$ cat src/wsd_pkg.sv
// Shared types and constants for the WAV stream deframer.
// Used by the parser, the result queue, the top level and the checker.
package wsd_pkg;

	localparam int unsigned QUEUE_DEPTH = 4;

	localparam logic [1:0] ST_OK     = 2'd0;
	localparam logic [1:0] ST_FORMAT = 2'd1;
	localparam logic [1:0] ST_TRUNC  = 2'd2;

	localparam logic [31:0] ID_DATA      = 32'h6461_7461;
	localparam logic [31:0] POS_CHAN_LO  = 32'd22;
	localparam logic [31:0] POS_CHAN_HI  = 32'd23;
	localparam logic [31:0] POS_RATE_LO  = 32'd24;
	localparam logic [31:0] POS_RATE_END = 32'd28;
	localparam logic [31:0] POS_BITS_LO  = 32'd34;
	localparam logic [31:0] POS_BITS_HI  = 32'd35;
	localparam logic [31:0] POS_RIFF_END = 32'd4;
	localparam logic [31:0] POS_WAVE_LO  = 32'd8;
	localparam logic [31:0] POS_WAVE_END = 32'd12;
	localparam logic [15:0] PCM_BITS     = 16'd16;
	localparam logic [32:0] CHUNK_HDR_LEN = 33'd8;

	typedef enum logic [5:0] {
		PH_HEADER = 6'b000001,
		PH_CHUNK  = 6'b000010,
		PH_SKIP   = 6'b000100,
		PH_DATA   = 6'b001000,
		PH_DONE   = 6'b010000,
		PH_EMPTY  = 6'b100000
	} phase_t;

	typedef struct packed {
		logic               is_sample;
		logic signed [16:0] pcm_sample;
		logic [31:0]        rate_hz;
		logic [1:0]         status;
		logic               last_of_run;
	} result_t;

	function automatic logic [7:0] riff_char(input logic [1:0] idx);
		case (idx)
			2'd0:    riff_char = 8'h52;
			2'd1:    riff_char = 8'h49;
			default: riff_char = 8'h46;
		endcase
	endfunction

	function automatic logic [7:0] wave_char(input logic [1:0] idx);
		case (idx)
			2'd0:    wave_char = 8'h57;
			2'd1:    wave_char = 8'h41;
			2'd2:    wave_char = 8'h56;
			default: wave_char = 8'h45;
		endcase
	endfunction

endpackage

$ cat src/wsd_parser.sv
// Input register and per-byte parser state: header checks, chunk walk, sample forming.
// Depends on wsd_pkg; emits up to two results per byte toward the result queue.
module wsd_parser (
	input  logic             clk,
	input  logic             arst_n,
	input  logic             in_valid,
	output logic             in_ready,
	input  logic [7:0]       stream_byte,
	input  logic             end_of_stream,
	input  logic             raw_mode,
	input  logic             room,
	output wsd_pkg::result_t res0,
	output wsd_pkg::result_t res1,
	output logic [1:0]       res_cnt
);
	import wsd_pkg::*;

	logic        valid_s1;
	logic [7:0]  byte_s1;
	logic        eos_s1;
	logic        step;

	logic [31:0] pos_q, pos_d;
	phase_t      phase_q, phase_d;
	logic        hdr_ok_q, hdr_ok_d;
	logic [15:0] chan_q, chan_d;
	logic [15:0] bits_q, bits_d;
	logic [31:0] rate_q, rate_d;
	logic [63:0] chb_q, chb_d;
	logic [32:0] rem_q, rem_d;
	logic [7:0]  low_q, low_d;
	logic [15:0] left_q, left_d;
	logic [31:0] dsize_q, dsize_d;

	logic [15:0]        word;
	logic [1:0]         idx_lo;
	logic [63:0]        chb_sh;
	logic [32:0]        rem_inc;
	logic [32:0]        rem_dec;
	logic [31:0]        size;
	logic               fmt_ok_q;
	logic               fmt_ok_d;
	logic [31:0]        rate_out;
	logic               samp_v;
	logic signed [16:0] samp_val;
	logic [1:0]         st;
	result_t            samp_res;
	result_t            stat_res;

	assign step     = valid_s1 && room;
	assign in_ready = !valid_s1 || step;

	always_ff @(posedge clk or negedge arst_n) begin
		if (!arst_n) begin
			valid_s1 <= 1'b0;
		end else if (in_ready) begin
			valid_s1 <= in_valid;
		end
	end

	always_ff @(posedge clk) begin
		if (in_valid && in_ready) begin
			byte_s1 <= stream_byte;
			eos_s1  <= end_of_stream;
		end
	end

	assign word     = {byte_s1, low_q};
	assign idx_lo   = dsize_q[1:0] - rem_q[1:0];
	assign chb_sh   = {chb_q[55:0], byte_s1};
	assign rem_inc  = rem_q + 33'd1;
	assign rem_dec  = rem_q - 33'd1;
	assign size     = {chb_sh[7:0], chb_sh[15:8], chb_sh[23:16], chb_sh[31:24]};
	assign fmt_ok_q = hdr_ok_q && bits_q == PCM_BITS && (chan_q == 16'd1 || chan_q == 16'd2);
	assign fmt_ok_d = hdr_ok_d && bits_d == PCM_BITS && (chan_d == 16'd1 || chan_d == 16'd2);
	assign rate_out = raw_mode ? 32'd0 : rate_q;

	always_comb begin
		pos_d    = pos_q + 32'd1;
		phase_d  = phase_q;
		hdr_ok_d = hdr_ok_q;
		chan_d   = chan_q;
		bits_d   = bits_q;
		rate_d   = rate_q;
		chb_d    = chb_q;
		rem_d    = rem_q;
		low_d    = low_q;
		left_d   = left_q;
		dsize_d  = dsize_q;
		samp_v   = 1'b0;
		samp_val = '0;
		if (raw_mode) begin
			if (pos_q[0]) begin
				samp_v   = 1'b1;
				samp_val = {word, 1'b0};
			end else begin
				low_d = byte_s1;
			end
		end else begin
			unique case (phase_q)
				PH_HEADER: begin
					if (pos_q < POS_RIFF_END && byte_s1 != riff_char(pos_q[1:0]))
						hdr_ok_d = 1'b0;
					if (pos_q >= POS_WAVE_LO && pos_q < POS_WAVE_END
							&& byte_s1 != wave_char(pos_q[1:0]))
						hdr_ok_d = 1'b0;
					if (pos_q == POS_CHAN_LO) chan_d[7:0]  = byte_s1;
					if (pos_q == POS_CHAN_HI) chan_d[15:8] = byte_s1;
					if (pos_q >= POS_RATE_LO && pos_q < POS_RATE_END) begin
						case (pos_q[1:0])
							2'd0:    rate_d[7:0]   = byte_s1;
							2'd1:    rate_d[15:8]  = byte_s1;
							2'd2:    rate_d[23:16] = byte_s1;
							default: rate_d[31:24] = byte_s1;
						endcase
					end
					if (pos_q == POS_BITS_LO) bits_d[7:0] = byte_s1;
					if (pos_q == POS_BITS_HI) begin
						bits_d[15:8] = byte_s1;
						phase_d      = PH_CHUNK;
						rem_d        = '0;
					end
				end
				PH_CHUNK: begin
					chb_d = chb_sh;
					rem_d = rem_inc;
					if (rem_inc >= CHUNK_HDR_LEN) begin
						if (chb_sh[63:32] == ID_DATA) begin
							dsize_d = size;
							rem_d   = {1'b0, size};
							phase_d = (size != '0) ? PH_DATA : PH_EMPTY;
						end else begin
							rem_d   = {1'b0, size} + {32'd0, size[0]};
							phase_d = (size != '0) ? PH_SKIP : PH_CHUNK;
						end
					end
				end
				PH_SKIP: begin
					rem_d = rem_dec;
					if (rem_dec == '0) phase_d = PH_CHUNK;
				end
				PH_DATA: begin
					rem_d = rem_dec;
					if (rem_dec == '0) phase_d = PH_DONE;
					if (!idx_lo[0]) begin
						low_d = byte_s1;
					end else if (fmt_ok_q) begin
						if (chan_q == 16'd1) begin
							samp_v   = 1'b1;
							samp_val = {word, 1'b0};
						end else if (!idx_lo[1]) begin
							left_d = word;
						end else begin
							samp_v   = 1'b1;
							samp_val = {left_q[15], left_q} + {word[15], word};
						end
					end
				end
				PH_DONE, PH_EMPTY: begin
				end
				default: begin
				end
			endcase
		end
	end

	always_comb begin
		if (raw_mode)
			st = ST_OK;
		else if (phase_d == PH_DONE && fmt_ok_d)
			st = ST_OK;
		else if (phase_d == PH_DATA && fmt_ok_d)
			st = ST_TRUNC;
		else
			st = ST_FORMAT;
	end

	always_comb begin
		samp_res             = '0;
		samp_res.is_sample   = 1'b1;
		samp_res.pcm_sample  = samp_val;
		samp_res.rate_hz     = rate_out;
		samp_res.last_of_run = !eos_s1;
		stat_res             = '0;
		stat_res.rate_hz     = rate_out;
		stat_res.status      = st;
		stat_res.last_of_run = 1'b1;
		res0                 = samp_v ? samp_res : stat_res;
		res1                 = stat_res;
		if (!step)
			res_cnt = 2'd0;
		else
			res_cnt = {1'b0, samp_v} + {1'b0, eos_s1};
	end

	always_ff @(posedge clk or negedge arst_n) begin
		if (!arst_n) begin
			pos_q    <= '0;
			phase_q  <= PH_HEADER;
			hdr_ok_q <= 1'b1;
			chan_q   <= '0;
			bits_q   <= '0;
			rate_q   <= '0;
			chb_q    <= '0;
			rem_q    <= '0;
			low_q    <= '0;
			left_q   <= '0;
			dsize_q  <= '0;
		end else if (step) begin
			if (eos_s1) begin
				pos_q    <= '0;
				phase_q  <= PH_HEADER;
				hdr_ok_q <= 1'b1;
				chan_q   <= '0;
				bits_q   <= '0;
				rate_q   <= '0;
				chb_q    <= '0;
				rem_q    <= '0;
				low_q    <= '0;
				left_q   <= '0;
				dsize_q  <= '0;
			end else begin
				pos_q    <= pos_d;
				phase_q  <= phase_d;
				hdr_ok_q <= hdr_ok_d;
				chan_q   <= chan_d;
				bits_q   <= bits_d;
				rate_q   <= rate_d;
				chb_q    <= chb_d;
				rem_q    <= rem_d;
				low_q    <= low_d;
				left_q   <= left_d;
				dsize_q  <= dsize_d;
			end
		end
	end

endmodule

$ cat src/wsd_result_queue.sv
// Small result queue: takes up to two results per cycle, hands out one per transfer.
// Depends on wsd_pkg for the result record.
module wsd_result_queue #(
	parameter int unsigned Depth = wsd_pkg::QUEUE_DEPTH
) (
	input  logic             clk,
	input  logic             arst_n,
	input  wsd_pkg::result_t wr0,
	input  wsd_pkg::result_t wr1,
	input  logic [1:0]       wr_cnt,
	output logic             room,
	output logic             out_valid,
	input  logic             out_ready,
	output wsd_pkg::result_t rd
);
	import wsd_pkg::*;

	localparam int unsigned PtrW = (Depth > 1) ? $clog2(Depth) : 1;
	localparam int unsigned CntW = $clog2(Depth + 1);

	result_t           mem_q [Depth];
	logic [PtrW-1:0]   wr_ptr_q;
	logic [PtrW-1:0]   rd_ptr_q;
	logic [CntW-1:0]   cnt_q;
	logic [PtrW-1:0]   wr_ptr1;
	logic              pop;

	function automatic logic [PtrW-1:0] inc(input logic [PtrW-1:0] p);
		inc = (p == PtrW'(Depth - 1)) ? '0 : p + PtrW'(1);
	endfunction

	assign wr_ptr1   = inc(wr_ptr_q);
	assign out_valid = cnt_q != '0;
	assign pop       = out_valid && out_ready;
	assign rd        = mem_q[rd_ptr_q];
	assign room      = cnt_q <= CntW'(Depth - 2);

	always_ff @(posedge clk) begin
		if (wr_cnt != 2'd0) mem_q[wr_ptr_q] <= wr0;
		if (wr_cnt == 2'd2) mem_q[wr_ptr1]  <= wr1;
	end

	always_ff @(posedge clk or negedge arst_n) begin
		if (!arst_n) begin
			wr_ptr_q <= '0;
			rd_ptr_q <= '0;
			cnt_q    <= '0;
		end else begin
			case (wr_cnt)
				2'd1:    wr_ptr_q <= wr_ptr1;
				2'd2:    wr_ptr_q <= inc(wr_ptr1);
				default: wr_ptr_q <= wr_ptr_q;
			endcase
			if (pop) rd_ptr_q <= inc(rd_ptr_q);
			cnt_q <= cnt_q + CntW'(wr_cnt) - CntW'(pop);
		end
	end

endmodule

$ cat src/wav_stream_deframer_unit.sv
// Top level of the WAV stream deframer: input register, parser, result queue.
// Depends on wsd_pkg, wsd_parser and wsd_result_queue.
//
//   channel | direction | handshake            | payload
//   in      | in        | in_valid / in_ready   | stream_byte, end_of_stream
//   out     | out       | out_valid / out_ready | is_sample, pcm_sample, rate_hz, status, last_of_run
//   cfg     | in        | cfg_valid / cfg_ready | raw_mode
//
// One byte per cycle is taken while the result queue has room; the parser's single state
// update per byte sets that rate. A byte's results go from the input register into the
// result queue; the final byte adds a status result. A byte waits in the input register
// while the result queue has fewer than two free entries; the input stalls once that
// register is full. Reset clears all stream state at once; there is no clearing pass.
module wav_stream_deframer_unit #(
	parameter int unsigned QueueDepth = wsd_pkg::QUEUE_DEPTH
) (
	input  logic               clk,
	input  logic               arst_n,
	input  logic               in_valid,
	output logic               in_ready,
	input  logic [7:0]         stream_byte,
	input  logic               end_of_stream,
	output logic               out_valid,
	input  logic               out_ready,
	output logic               is_sample,
	output logic signed [16:0] pcm_sample,
	output logic [31:0]        rate_hz,
	output logic [1:0]         status,
	output logic               last_of_run,
	input  logic               cfg_valid,
	output logic               cfg_ready,
	input  logic               raw_mode
);
	import wsd_pkg::*;

	logic       raw_q;
	logic       room;
	result_t    res0;
	result_t    res1;
	result_t    rd;
	logic [1:0] res_cnt;

	assign cfg_ready = 1'b1;

	always_ff @(posedge clk or negedge arst_n) begin
		if (!arst_n) begin
			raw_q <= 1'b0;
		end else if (cfg_valid && cfg_ready) begin
			raw_q <= raw_mode;
		end
	end

	wsd_parser u_parser (
		.clk           (clk),
		.arst_n        (arst_n),
		.in_valid      (in_valid),
		.in_ready      (in_ready),
		.stream_byte   (stream_byte),
		.end_of_stream (end_of_stream),
		.raw_mode      (raw_q),
		.room          (room),
		.res0          (res0),
		.res1          (res1),
		.res_cnt       (res_cnt)
	);

	wsd_result_queue #(
		.Depth (QueueDepth)
	) u_queue (
		.clk       (clk),
		.arst_n    (arst_n),
		.wr0       (res0),
		.wr1       (res1),
		.wr_cnt    (res_cnt),
		.room      (room),
		.out_valid (out_valid),
		.out_ready (out_ready),
		.rd        (rd)
	);

	assign is_sample   = rd.is_sample;
	assign pcm_sample  = rd.pcm_sample;
	assign rate_hz     = rd.rate_hz;
	assign status      = rd.status;
	assign last_of_run = rd.last_of_run;

endmodule

$ cat config.mk
export PLATFORM = sky130hd
export DESIGN_NAME = wav_stream_deframer_unit
export DESIGN_NICKNAME = d
export VERILOG_FILES = /design/src/wsd_pkg.sv /design/src/wsd_parser.sv /design/src/wsd_result_queue.sv /design/src/wav_stream_deframer_unit.sv
export SDC_FILE = /design/constraint.sdc
export NUM_CORES = 1
export LEC_CHECK = 0
export BUFFER_PORTS_ARGS = -buffer_cell sky130_fd_sc_hd__buf_2
export CAP_MARGIN = 20
export CORE_ASPECT_RATIO = 1.25
export CORE_MARGIN = 1.5
export CORE_UTILIZATION = 55
export DETAILED_ROUTE_END_ITERATION = 10
export HOLD_SLACK_MARGIN = 0.05
export PLACE_DENSITY = 0.73
export SLEW_MARGIN = 5
export SYNTH_ARGS = -nofsm -noshare
export SYNTH_HDL_FRONTEND = slang
export SYNTH_SLANG_ARGS = --single-unit
$ cat constraint.sdc
create_clock -name clk -period 5.9 [get_ports clk]
set_clock_uncertainty 0.05 [all_clocks]
set_input_delay 0.59 -clock clk [delete_from_list [all_inputs] [get_ports clk]]
set_output_delay 0.59 -clock clk [all_outputs]
set_load 0.01 [all_outputs]
# After elaboration in Yosys (flattened, before gate mapping)
# Memory sizes are Yosys's and may differ from the RTL's.
# Cells that the tools add are included.
# word_totals
ff_bits,236
mem_bits_rw,212
output_inout_bits,56
elab_cells,216
n_memories,1
# memory_table
name,words,width,read_ports,rd_ports_with_merged_regs,wr,line_no,rtl
u_queue.mem_q,4,53,1,0,2,wsd_result_queue.sv:21,result_t mem_q [Depth];
# op_classes
addsub,12
n_lt_le_gt_ge,7
eq_ne,33
n_mux,94
n_reduce_logical,48
# ops
cell,n
16-bit two-way mux,13
32-bit two-way mux,6
56-bit two-way mux,3
33-bit two-way mux,5
8-bit two-way mux,17
17-bit two-way mux,7
33-bit case mux with 3 select lines,1
32-bit by 5-bit equality test with 1-bit output (second input constant),2
32-bit by 6-bit equality test with 1-bit output (second input constant),2
53-bit two-way mux,1
6-bit two-way mux,8
32-bit by 1-bit adder with 33-bit output,1
33-bit by 1-bit adder with 33-bit output (second input constant),1
33-bit by 4-bit greater-or-equal comparator with 1-bit output (second input constant),1
33-bit logical NOT,1
33-bit by 1-bit subtractor with 33-bit output (second input constant),1
32-bit by 1-bit adder with 32-bit output (second input constant),1
16-bit by 1-bit equality test with 1-bit output (second input constant),2
16-bit by 2-bit equality test with 1-bit output (second input constant),2
16-bit by 5-bit equality test with 1-bit output (second input constant),2
32-bit by 31-bit equality test with 1-bit output (second input constant),1
32-bit by 4-bit greater-or-equal comparator with 1-bit output (second input constant),1
32-bit by 5-bit greater-or-equal comparator with 1-bit output (second input constant),1
32-bit by 3-bit less-than comparator with 1-bit output (second input constant),1
41 further kinds,113

# Logic depth before layout (Yosys ltp)
# logic_depth
depth_word,17
depth_mapped,18
mapped_depth_nobuf,16

# Hierarchy
# A second synthesis with hierarchy kept.
# hier_totals
cells_unflattened,2100
area_unflattened_um2,24885.1
# by_module_without_submodules
mod,n_inst,cells_per_inst,area_each_um2
wsd_parser,1,1527,13954.6
wsd_result_queue,1,569,10879.2
wav_stream_deframer_unit,1,4,51.3

# Worst setup path before layout
# No wires, ideal clock.
# synth_timing
kind,reg2reg
start,register u_parser.bits_q[9]
end,"memory u_queue.mem_q[0][10] in the netlist's numbering, enable pin"
setup_time_ns,0.389
arrival_time_ns,4.062
path_slack_ns,1.399
path_stages_with_launch,15
n_path_buf,2
path_cell_list,dfrtp_1 > or4_1 > or4_1 > or4_1 > a21oi_1 > a21oi_1 > inv_1 > ha_1 > nand2_1 > inv_1 > ha_1 > clkbuf_1 > a21oi_1 > clkbuf_1 > inv_1
# synth_lines
item,line_no,rtl
"start, declared",wsd_parser.sv:27,"logic [15:0] bits_q, bits_d;"
"start signal, assigned",wsd_parser.sv:227,bits_q <= bits_d;
"end, declared",wsd_result_queue.sv:21,

==> impl_summary.log <==
[metrics] number of setup buffers added after CTS: 0
[metrics] cell internal power dissipation: around 6.5 mW
[metrics] share of power burned in combinational logic: 0.297
[metrics] per-cell via count in the routed design: 6.29
[metrics] worst-case vdd ir drop: 0.000287 V
[metrics] number of synthesized flops with an enable pin: 145
[metrics] Critical Path Sink Type: flop
[metrics] final wirelength: 58700 um
[metrics] Clock Power Share: 0.284
[metrics] final design area excluding fillers: between 20000 and 25000 um^2
[metrics] proportion of power drawn by flip-flops and latches: 0.418
[metrics] count of cell types in the netlist: 83
[metrics] class of the most critical setup path: reg -> reg
[metrics] Data required, critical path: 6080 ps
[metrics] Port Buf Inserts: 69
[metrics] clock-pin slew reported for the worst setup and hold paths after clock tree synthesis: about 60 ps
[metrics] number of buffers created by CTS: between 40 and 50
[metrics] wire length of the first global-routing pass: about 95000 um
[metrics] number of standard cells in the layout, taps in and fillers out: 2779
[metrics] TritonCTS clock tree: done
[metrics] area of the die: ~42000 um^2
[metrics] cell breakdown of the critical path: nor4_1 -> nand3_1 -> or4_1 -> a21oi_1 -> a21oi_1 -> inv_1 -> ha_1 -> nand2_1 -> inv_1 -> ha_1 -> a21oi_4 -> inv_1 -> buf_4
[metrics] Synth Instances: 2190
[metrics] Vias: 17500
[metrics] switching share of power: 0.348
[metrics] fraction of final layout cells sized beyond drive strength 1: 0.126
[metrics] post-synthesis to final-layout area growth: 10.0%
[metrics] Final nets: 2256
[metrics] row count: between 80 and 90
[metrics] crit path DAT: 5230 ps
[metrics] standard cell core area: 40200 um^2
[metrics] Hold Crit Class: in -> reg
[metrics] antenna violations before repair: 0
[metrics] total power per unit cell area: 404 nW/um^2
[metrics] Net Switching: between 3 and 4 mW
[metrics] WP buf/inv: 4
[metrics] synthesized area per cell: 10.3 um^2
[metrics] critical path's slowest cell: sky130_fd_sc_hd__nor4_1
[metrics] Max clock buf depth: 3
[metrics] most instantiated flip-flop cell in the synthesis netlist: sky130_fd_sc_hd__dfrtp_1
[metrics] sink count of the clock tree: 448
[metrics] total global routing track utilization: 0.283
[metrics] most common library cell in the layout ignoring fill and taps: sky130_fd_sc_hd__nand2_1
[metrics] clock insertion delay at the later pin of the skew report: 580 ps
[metrics] via count of the first global-routing pass: 17300
[metrics] tightest slew margin relative to the limit: 0.292
[metrics] worst hold slack: 147 ps
[metrics] H-tree Lvls: 2
[metrics] Crit path top cell by count: sky130_fd_sc_hd__inv_1
[metrics] slack of the worst reg-to-reg path: approximately 850 ps
[metrics] status: complete, no violations
[metrics] number of cells after detailed placement: 2694
[metrics] routed length per instance: 21.1 um
[metrics] RSZ-0062 raised after global routing: no
[metrics] largest incremental delay on the critical path: roughly 800 ps
[metrics] final total power: 10.0 mW
[metrics] final critical delay including setup and external delays: 5050 ps
[metrics] dominant cells by area after synthesis: sky130_fd_sc_hd__dfrtp_1 (25%), sky130_fd_sc_hd__edfxtp_1 (19%), sky130_fd_sc_hd__dfxtp_1 (6.8%)
[metrics] final number of setup-violating endpoints: 0
[metrics] global placement routability congestion: roughly 0.95
[metrics] count of state elements after synthesis: 448
[metrics] final hold violation count: 0
[metrics] Mapped Area: roughly 23000 um^2
[metrics] fmax: 0.198 GHz
[metrics] standby leakage power: between 9 and 10 nW
[metrics] Seq/Total Area, Yosys: 0.513
[metrics] Synthesis Warnings: 0
[metrics] IO Count: 71
[metrics] number of design-rule violations left by the first detailed-router iteration: 1876
[metrics] remaining global-route overflow: 0
[metrics] largest area contributor in the synthesized netlist: sky130_fd_sc_hd__dfrtp_1
[metrics] post-DP HPWL: between 30000 and 40000 um
[metrics] residual DRC count: 0
[metrics] launching element type of the critical path: flop
[metrics] final count of pins violating max slew: 0
[metrics] synthesized net count: 2250
[metrics] Antenna Violating Nets Remaining: 0
[metrics] commonest non-fill, non-tap cells in the layout: sky130_fd_sc_hd__nand2_1 (270), sky130_fd_sc_hd__nor2_1 (260), sky130_fd_sc_hd__dfrtp_1 (223)
[metrics] share of the clock period used by the worst path: 0.856
[metrics] initial cell density of the core: 0.560
[metrics] CP delay by family, top: simple AND/OR/NAND/NOR gates
[metrics] maximum number of pins on one net before global-route repair: roughly 130
[metrics] critical path fanouts, max: 21
[metrics] post-synth top area share: 0.250
[metrics] max cap viols: 0
[metrics] die width: 184 um
[metrics] asr flop ratio synth: 0.507
[metrics] measured slew at the worst slew-check pin: 1060 ps
[metrics] number of detailed-routing iterations run before antenna repair: 5
[metrics] instance area after placement: 23300 um^2
[metrics] Sum Neg Setup Slack: 0 ps
[metrics] height of the die: approximately 230 um
[metrics] cell at the root of the clock tree: sky130_fd_sc_hd__clkbuf_16
-- power by group through the flow --
stage,clock [mW],sequential (mW),combinational [mW]
floorplan,0,4.01,2.15
detailed placement,0,4.24,2.97
CTS,2.87,4.18,2.98
finish,2.84,4.19,2.98
global route,3.00,4.25,3.25
global placement,0,4.22,2.89
-- what timing repair did --
action                                 CTS  global route
endpoints found under the hold margin   12             0
hold buffers                             1             0
setup endpoints to repair                0             0
resized for setup                        0             0
-- cells in the mapped netlist, drive strengths merged (5+ instances only) --
library cell / count
nand2: 270
nor2: 260
dfrtp: 225
o21ai: 174
edfxtp: 145
clkbuf: 122
a22o: 88
dfxtp: 76
nand3: 59
xnor2: 57
mux4: 53
inv: 52
a21oi: 47
a22oi: 47
nor4: 45
xor2: 45
ha: 43
nor3: 36
mux2: 33
nand4: 33
and3: 21
buf: 19
nor2b: 19
o22ai: 15
or3: 15
nand2b: 14
or4: 13
a31oi: 12
o32ai: 10
and2: 8
and4: 7
nor4b: 7
a211oi: 6
a21o: 6
a2bb2oi: 6
o211ai: 6
o21bai: 6
o31ai: 6
or2: 6
a21boi: 5
mux2i: 5
nor3b: 5
o31a: 5
-- metal layers --
metal  GRT usage  routed length [um]
met5           0                   0
met4       0.126                2490
met3      0.0307                3270
met2       0.489               29300
met1       0.359               23700
-- registers in the layout (all words and copies together), names as in the netlist, 6 cells and up --
name,count
u_parser.low_q,8
u_parser.rate_q,32
u_queue.mem_q,212
u_parser.bits_q,16
u_parser.phase_q,6
u_parser.rem_q,33
u_parser.chan_q,16
u_parser.chb_q,56
u_parser.byte_s1,8
u_parser.pos_q,32
u_parser.left_q,16
-- area by class of cell --
cell class                 instances  area (um^2)
fill                            3316        15400
sequential                       448        11600
multi-input combinational       1549        10300
clock buffer                      59         1230
tap                              546          683
timing repair buffer             100          603
clock inverter                    23          219
inverter                          52          195
antenna                            2         5.00
-- worst register-to-register path, stage by stage (launching register included) --
cell and delay [ps]:
sky130_fd_sc_hd__dfrtp_1 410, sky130_fd_sc_hd__nor4_1 800, sky130_fd_sc_hd__nand3_1 200, sky130_fd_sc_hd__or4_1 630
sky130_fd_sc_hd__a21oi_1 150, sky130_fd_sc_hd__a21oi_1 190, sky130_fd_sc_hd__inv_1 150, sky130_fd_sc_hd__ha_1 290
sky130_fd_sc_hd__nand2_1 150, sky130_fd_sc_hd__inv_1 110, sky130_fd_sc_hd__ha_1 780, sky130_fd_sc_hd__a21oi_4 310
sky130_fd_sc_hd__inv_1 160, sky130_fd_sc_hd__buf_4 310
-- logic make-up after synthesis --
group / share of synthesized area
adder cells (fa/ha/maj): 0.0257
XOR/XNOR: 0.0397
buffers and inverters: 0.0331
AO/OA/AOI/OAI: 0.142
other: 0.000167
flip-flops: 0.513
AND/OR/NAND/NOR: 0.174
multiplexers: 0.0717
-- path summary, 6_finish.rpt --
check / from / endpoint / depth (start not counted)
min reg2reg: u_queue.mem_q[2][50] / u_queue.mem_q[2][50] / 2
min in group asynchronous: arst_n / u_parser.rem_q[8] / 2
max in group asynchronous: arst_n / u_queue.rd_ptr_q[0] / 3
max: u_parser.phase_q[1] / u_queue.mem_q[0][9] / 13
max reg2reg: u_parser.phase_q[1] / u_queue.mem_q[0][9] / 13
min: stream_byte[5] / u_parser.byte_s1[5] / 1
-- stage by stage --
stage,setup slack [ps],utilization
floorplan,1400,-
global placement,1060,0.580
detailed placement,974,0.580
CTS,958,0.616
global route,584,0.616
finish,852,0.616
Power figures use the tool's default switching activity.
